`src/rtl/tcw_pkg.sv`:
```
// tcw_pkg: shared types, codes and constants of the text console writer
// used by tcw_ctrl, tcw_datapath and text_console_writer_top; no dependencies

package tcw_pkg;

	// default geometry
	localparam int DEF_COLUMNS   = 80;
	localparam int DEF_ROWS      = 25;
	localparam int DEF_TAB_WIDTH = 4;

	// fixed field widths
	localparam int CMD_W    = 2;
	localparam int CHAR_W   = 8;
	localparam int ATTR_W   = 8;
	localparam int PCOL_W   = 7;
	localparam int PROW_W   = 5;
	localparam int OCOL_W   = 7;
	localparam int OROW_W   = 5;
	localparam int OFS_W    = 11;
	localparam int CELL_W   = CHAR_W + ATTR_W;

	// character and attribute constants
	localparam logic [CHAR_W-1:0] CH_BACKSPACE = 8'd8;
	localparam logic [CHAR_W-1:0] CH_TAB       = 8'd9;
	localparam logic [CHAR_W-1:0] CH_NEWLINE   = 8'd10;
	localparam logic [CHAR_W-1:0] BLANK_CHAR   = 8'd32;
	localparam logic [ATTR_W-1:0] RESET_ATTR   = 8'h0F;

	// command codes
	typedef enum logic [CMD_W-1:0] {
		CMD_STREAM = 2'd0,
		CMD_PLACE  = 2'd1,
		CMD_CLEAR  = 2'd2,
		CMD_READ   = 2'd3
	} cmd_t;

	// screen memory operations
	typedef enum logic [2:0] {
		MOP_NONE,
		MOP_PUT_CHAR,
		MOP_PUT_SPACE,
		MOP_PLACE,
		MOP_FILL,
		MOP_COPY_RD,
		MOP_READ
	} mop_t;

	// cursor operations
	typedef enum logic [2:0] {
		CUR_NONE,
		CUR_STEP,
		CUR_NEWLINE,
		CUR_BACK,
		CUR_HOME
	} cur_op_t;

	// controller to datapath
	typedef struct packed {
		logic    load_item;
		mop_t    mop;
		cur_op_t cur_op;
		logic    fill_init;
		logic    sweep_clr;
		logic    sweep_inc;
		logic    tab_clr;
		logic    tab_inc;
		logic    out_load;
	} ctrl_cmd_t;

	// datapath to controller
	typedef struct packed {
		cmd_t cmd;
		logic is_newline;
		logic is_backspace;
		logic is_tab;
		logic col_last;
		logic row_last;
		logic at_origin;
		logic tab_last;
		logic sweep_copy_end;
		logic sweep_end;
		logic out_free;
	} dp_status_t;

endpackage

```
`src/rtl/tcw_ctrl.sv`:
```
// tcw_ctrl: command sequencer of the text console writer
// depends on tcw_pkg for command, operation and status types

module tcw_ctrl (
	input  logic                clk,
	input  logic                arst_n,
	input  logic                in_valid,
	output logic                in_stall,
	input  tcw_pkg::dp_status_t status,
	output tcw_pkg::ctrl_cmd_t  ctl
);

	typedef enum logic [3:0] {
		ST_INIT,
		ST_IDLE,
		ST_DISPATCH,
		ST_PUT,
		ST_BS_BLANK,
		ST_COPY,
		ST_BLANK_ROW,
		ST_CLEAR,
		ST_DONE
	} state_t;

	state_t state_q, state_d;
	logic   more_q, more_d;

	assign in_stall = (state_q != ST_IDLE);

	// next state and datapath commands
	always_comb begin
		state_d       = state_q;
		more_d        = more_q;
		ctl           = '0;
		ctl.mop       = tcw_pkg::MOP_NONE;
		ctl.cur_op    = tcw_pkg::CUR_NONE;
		unique case (state_q)
			ST_INIT: begin
				// screen clearing pass after reset
				ctl.mop       = tcw_pkg::MOP_FILL;
				ctl.fill_init = 1'b1;
				ctl.sweep_inc = 1'b1;
				if (status.sweep_end) begin
					ctl.sweep_clr = 1'b1;
					state_d       = ST_IDLE;
				end
			end
			ST_IDLE: begin
				if (in_valid) begin
					ctl.load_item = 1'b1;
					state_d       = ST_DISPATCH;
				end
			end
			ST_DISPATCH: begin
				ctl.tab_clr = 1'b1;
				unique case (status.cmd)
					tcw_pkg::CMD_STREAM: begin
						if (status.is_newline) begin
							ctl.cur_op = tcw_pkg::CUR_NEWLINE;
							if (status.row_last) begin
								ctl.sweep_clr = 1'b1;
								more_d        = 1'b0;
								state_d       = ST_COPY;
							end else begin
								state_d = ST_DONE;
							end
						end else if (status.is_backspace) begin
							if (status.at_origin) begin
								state_d = ST_DONE;
							end else begin
								ctl.cur_op = tcw_pkg::CUR_BACK;
								state_d    = ST_BS_BLANK;
							end
						end else begin
							state_d = ST_PUT;
						end
					end
					tcw_pkg::CMD_PLACE: begin
						ctl.mop = tcw_pkg::MOP_PLACE;
						state_d = ST_DONE;
					end
					tcw_pkg::CMD_CLEAR: begin
						ctl.sweep_clr = 1'b1;
						state_d       = ST_CLEAR;
					end
					tcw_pkg::CMD_READ: begin
						ctl.mop = tcw_pkg::MOP_READ;
						state_d = ST_DONE;
					end
					default: state_d = ST_DONE;
				endcase
			end
			ST_PUT: begin
				// one character or one tab space at the cursor
				ctl.mop     = status.is_tab ? tcw_pkg::MOP_PUT_SPACE : tcw_pkg::MOP_PUT_CHAR;
				ctl.cur_op  = tcw_pkg::CUR_STEP;
				ctl.tab_inc = 1'b1;
				if (status.col_last && status.row_last) begin
					ctl.sweep_clr = 1'b1;
					more_d        = status.is_tab && !status.tab_last;
					state_d       = ST_COPY;
				end else if (status.is_tab && !status.tab_last) begin
					state_d = ST_PUT;
				end else begin
					state_d = ST_DONE;
				end
			end
			ST_BS_BLANK: begin
				ctl.mop = tcw_pkg::MOP_PUT_SPACE;
				state_d = ST_DONE;
			end
			ST_COPY: begin
				// move every row up; last cycle only drains the pending write
				if (status.sweep_copy_end) begin
					state_d = ST_BLANK_ROW;
				end else begin
					ctl.mop       = tcw_pkg::MOP_COPY_RD;
					ctl.sweep_inc = 1'b1;
				end
			end
			ST_BLANK_ROW: begin
				ctl.mop       = tcw_pkg::MOP_FILL;
				ctl.sweep_inc = 1'b1;
				if (status.sweep_end) begin
					ctl.sweep_clr = 1'b1;
					state_d       = more_q ? ST_PUT : ST_DONE;
				end
			end
			ST_CLEAR: begin
				ctl.mop       = tcw_pkg::MOP_FILL;
				ctl.sweep_inc = 1'b1;
				if (status.sweep_end) begin
					ctl.sweep_clr = 1'b1;
					ctl.cur_op    = tcw_pkg::CUR_HOME;
					state_d       = ST_DONE;
				end
			end
			ST_DONE: begin
				if (status.out_free) begin
					ctl.out_load = 1'b1;
					state_d      = ST_IDLE;
				end
			end
			default: state_d = ST_IDLE;
		endcase
	end

	// state register
	always_ff @(posedge clk or negedge arst_n) begin
		if (!arst_n) begin
			state_q <= ST_INIT;
			more_q  <= 1'b0;
		end else begin
			state_q <= state_d;
			more_q  <= more_d;
		end
	end

endmodule

```
`config.mk`:
```
export PLATFORM = sky130hd
export DESIGN_NAME = tcw_ctrl
export DESIGN_NICKNAME = d
export VERILOG_FILES = /design/src/rtl/tcw_pkg.sv /design/src/rtl/tcw_ctrl.sv
export SDC_FILE = /design/constraint.sdc
export NUM_CORES = 1
export LEC_CHECK = 0
export BUFFER_PORTS_ARGS = -buffer_cell sky130_fd_sc_hd__buf_4
export CAP_MARGIN = 15
export CORE_UTILIZATION = 40
export CTS_CLUSTER_DIAMETER = 50
export DETAILED_ROUTE_END_ITERATION = 12
export GPL_TIMING_DRIVEN = 0
export MAX_ROUTING_LAYER = met4
export PLACE_DENSITY = 0.72
export SLEW_MARGIN = 15
export SYNTH_ARGS = -nofsm -noshare
export SYNTH_HDL_FRONTEND = slang
export SYNTH_SLANG_ARGS = --single-unit
```
`constraint.sdc`:
```
create_clock -name clk -period 1.7 [get_ports clk]
set_input_delay 0.17 -clock clk [delete_from_list [all_inputs] [get_ports clk]]
set_output_delay 0.17 -clock clk [all_outputs]
set_load 0.05 [all_outputs]
```
==> flow_metrics.env <==
export IMPL_holdPathStages=2
export IMPL_crit_chain="or4b_4, nor3_4, a21oi_2, nor3_4, buf_6"
export IMPL_grt_total_usage=0.309
export IMPL_post_place_ws_ns=-0.263
export IMPL_async_flop_share=1.00
export IMPL_p_per_area_nw_per_um2=2060
export IMPL_yosys_warnings=0
export IMPL_worst_ep_arrival_time_ns=1.81
export IMPL_synth_top_area_frac=0.184
export IMPL_ir_drop_v=0.00131
export IMPL_grt_pass1_vias=865
export IMPL_clkTransAtPathRegs_ns=0.05
export IMPL_die_x_um=43.3
export IMPL_avgViaCountPerCell=6.83
export IMPL_die_height_um=43.3
export IMPL_syn_cell_area_um2=681
export IMPL_start_kind="flip-flop"
export IMPL_violations="setup timing"
export IMPL_fin_hold_ws_ns=0.157
export IMPL_cp_max_fo=3
export IMPL_fillCellCount=86
export IMPL_status="finished with violations"
export IMPL_pin_count=29
export IMPL_cts_tree="done"
export IMPL_yosysSeqAreaShare=0.184
export IMPL_setup_slack_ns=-0.278
export IMPL_cts_root_buf="clkbuf_4"
export IMPL_vias=1100
export IMPL_synth_commonest_cells="12 x nor2_1, 9 x a21oi_1, 9 x nand2_1, 8 x o21ai_0"
export IMPL_synth_nets=112
export IMPL_start_util=0.442
export IMPL_dr_pass1_iters=4
export IMPL_fin_skew_ns=0.00128
export IMPL_synth_edf_count=0
export IMPL_dp_cells=141
export IMPL_worstMarginPinSlew_ns=0.384
export IMPL_avgSynthCellArea_um2=7.02
export IMPL_core_um2=1540
export IMPL_end_kind="primary output"
export IMPL_numCtsBuffers=3
export IMPL_ys_types=36
export IMPL_max_cap_violations=0
export IMPL_synth_area_top_cells="dfrtp_1 18%, a21oi_1 6.6%, nor2_1 6.6%"
export IMPL_critPathBufInv=1
export IMPL_crit_top_cell="nor3_4"
export IMPL_hold_violations=0
export IMPL_crit_family="simple AND/OR/NAND/NOR gates"
export IMPL_grt_pass1_wl_um=4150
export IMPL_slowest_stage="or4b_4"
export IMPL_holdCritPathClass="input port to flip-flop"
export IMPL_synth_ff_type="dfrtp_1"
export IMPL_max_slew_margin=0.742
export IMPL_htreeDepth=1
export IMPL_yosysMostFrequentCell="nor2_1"
export IMPL_finalWirelength_um=3200
export IMPL_cts_sinks=5
export IMPL_drt_iter0_markers=66
export IMPL_final_nets=161
export IMPL_max_freq_mhz=506
export IMPL_finalCritPeriodShare=1.16
export IMPL_cp_slowest_stage_delay_ns=0.60
export IMPL_area_growth_pct=88.1
export IMPL_grt_max_degree=11
export IMPL_worstRegToRegCells=7
export IMPL_grt_antenna_before_repair=0
export IMPL_ant_nets=0
export IMPL_worstSkewPairLatency_ns=0.25
export IMPL_fin_cells=161
export IMPL_portBuffers=28
export IMPL_cp_required_ns=1.53
export IMPL_setup_viol=12
export IMPL_maxSlewViolCount=0
export IMPL_dp_hpwl_um=1710
export IMPL_drcViolationCount=0
export IMPL_path_depth=5
export IMPL_overflow=0
export IMPL_gp_congestion=0.849
export IMPL_drive_above_1_share=0.552
export IMPL_die_area_um2=1870
export IMPL_crit_type="flip-flop to primary output"
export IMPL_wl_per_cell_um=19.9
export IMPL_ys_seq_elements=5
export IMPL_power_leakage_nw=0.559
export IMPL_synth_top_cell_by_area="dfrtp_1"
export IMPL_std_cell_rows=14
export IMPL_rsz0062_at_grt="yes"
export IMPL_clock_path_buffers=2
export IMPL_min_period_ns=1.98
export IMPL_synthCells=97
export IMPL_n_antenna_cell=0
[cells by family (layout without fill, tap and decap cells)]
group	after synthesis	count (layout)	share of synthesized area
mux	2	2	0.0294
buf+inv	11	59	0.0956
simple gates	40	40	0.318
compound gates	39	39	0.373
flops	5	5	0.184
[repair_timing]
action / 4_1_cts / 5_1_grt
pin swaps: 12 / 7
setup buffers: 12 / 4
endpoints found under the hold margin: 5 / 0
hold buffers: 1 / 0
gates resized for setup: 25 / 21
endpoints found under the setup margin: 16 / 18
[worst paths after layout]
kind / slack (ns) / endpoint / start
min in group asynchronous: 0.26 / state_q[0]$_DFFE_PN0P_ / arst_n
hold / removal: 0.16 / state_q[3]$_DFFE_PN0P_ / status[0]
max in group asynchronous: 1.32 / state_q[1]$_DFFE_PN0P_ / arst_n
setup reg to reg: -0.18 / state_q[0]$_DFFE_PN0P_ / state_q[2]$_DFFE_PN0P_
setup / recovery: -0.28 / ctl[6] / state_q[2]$_DFFE_PN0P_
hold reg to reg: 0.50 / more_q$_DFFE_PN0P_ / more_q$_DFFE_PN0P_
[placed cells by master, fill, tap and decap left out, types with 2 or more instances in the layout]
master    count
a21oi_2       3
nor2_4        2
inv_1         3
nand2b_1      4
a21oi_1       6
dfrtp_1       4
mux2i_1       2
nand2_1       9
o21ai_1       3
nor3_4        4
nor2_1        7
nor2_2        3
o22ai_1       3
buf_4        32
o21ai_0       6
and3_1        3
clkbuf_4      3
buf_8         4
buf_6        10
o31ai_2       2
a31oi_1       2
[state kept, by name, summed over array words and instances, names as in the netlist]
signal   cells
state_q      4
more_q       1
[metrics by stage]
| stage | cell area (um2) | utilization | setup TNS, ns | total power [mW] |
|---|---|---|---|---|
| after floorplan | 751 | - | -1.11 | 1.43 |
| after global routing | 1280 | 0.830 | -2.53 | 2.73 |
| after global placement | 981 | 0.636 | -0.939 | 1.81 |
| after CTS | 1200 | 0.778 | -1.85 | 2.31 |
| final | 1280 | 0.830 | -1.88 | 2.63 |
| after detailed placement | 981 | 0.636 | -0.942 | 1.82 |
[power breakdown]
group | switching, mW | internal [mW] | leakage, nW
sequential | 0.0460 | 0.164 | 0.0650
combinational | 1.37 | 0.906 | 0.479
clock | 0.0587 | 0.0894 | 0.0150
total | 1.47 | 1.16 | 0.559
[cell type report]
cell class | instances | area [um2] | area share
multi-input cells | 81 | 636 | 0.497
inverters | 6 | 30.0 | 0.0235
repair buffers | 45 | 408 | 0.319
plain buffers | 4 | 33.8 | 0.0264
clock buffers | 4 | 26.3 | 0.0205
flip-flops and latches | 5 | 126 | 0.0987
well taps | 16 | 20.0 | 0.0156
[metal layers]
layer | GRT usage | share of wire
met5 | - | 0
met4 | 0.0545 | 0.045
met3 | 0.0553 | 0.11
met2 | 0.519 | 0.49
met1 | 0.392 | 0.36
No activity file was read; power rests on OpenSTA's default activity.
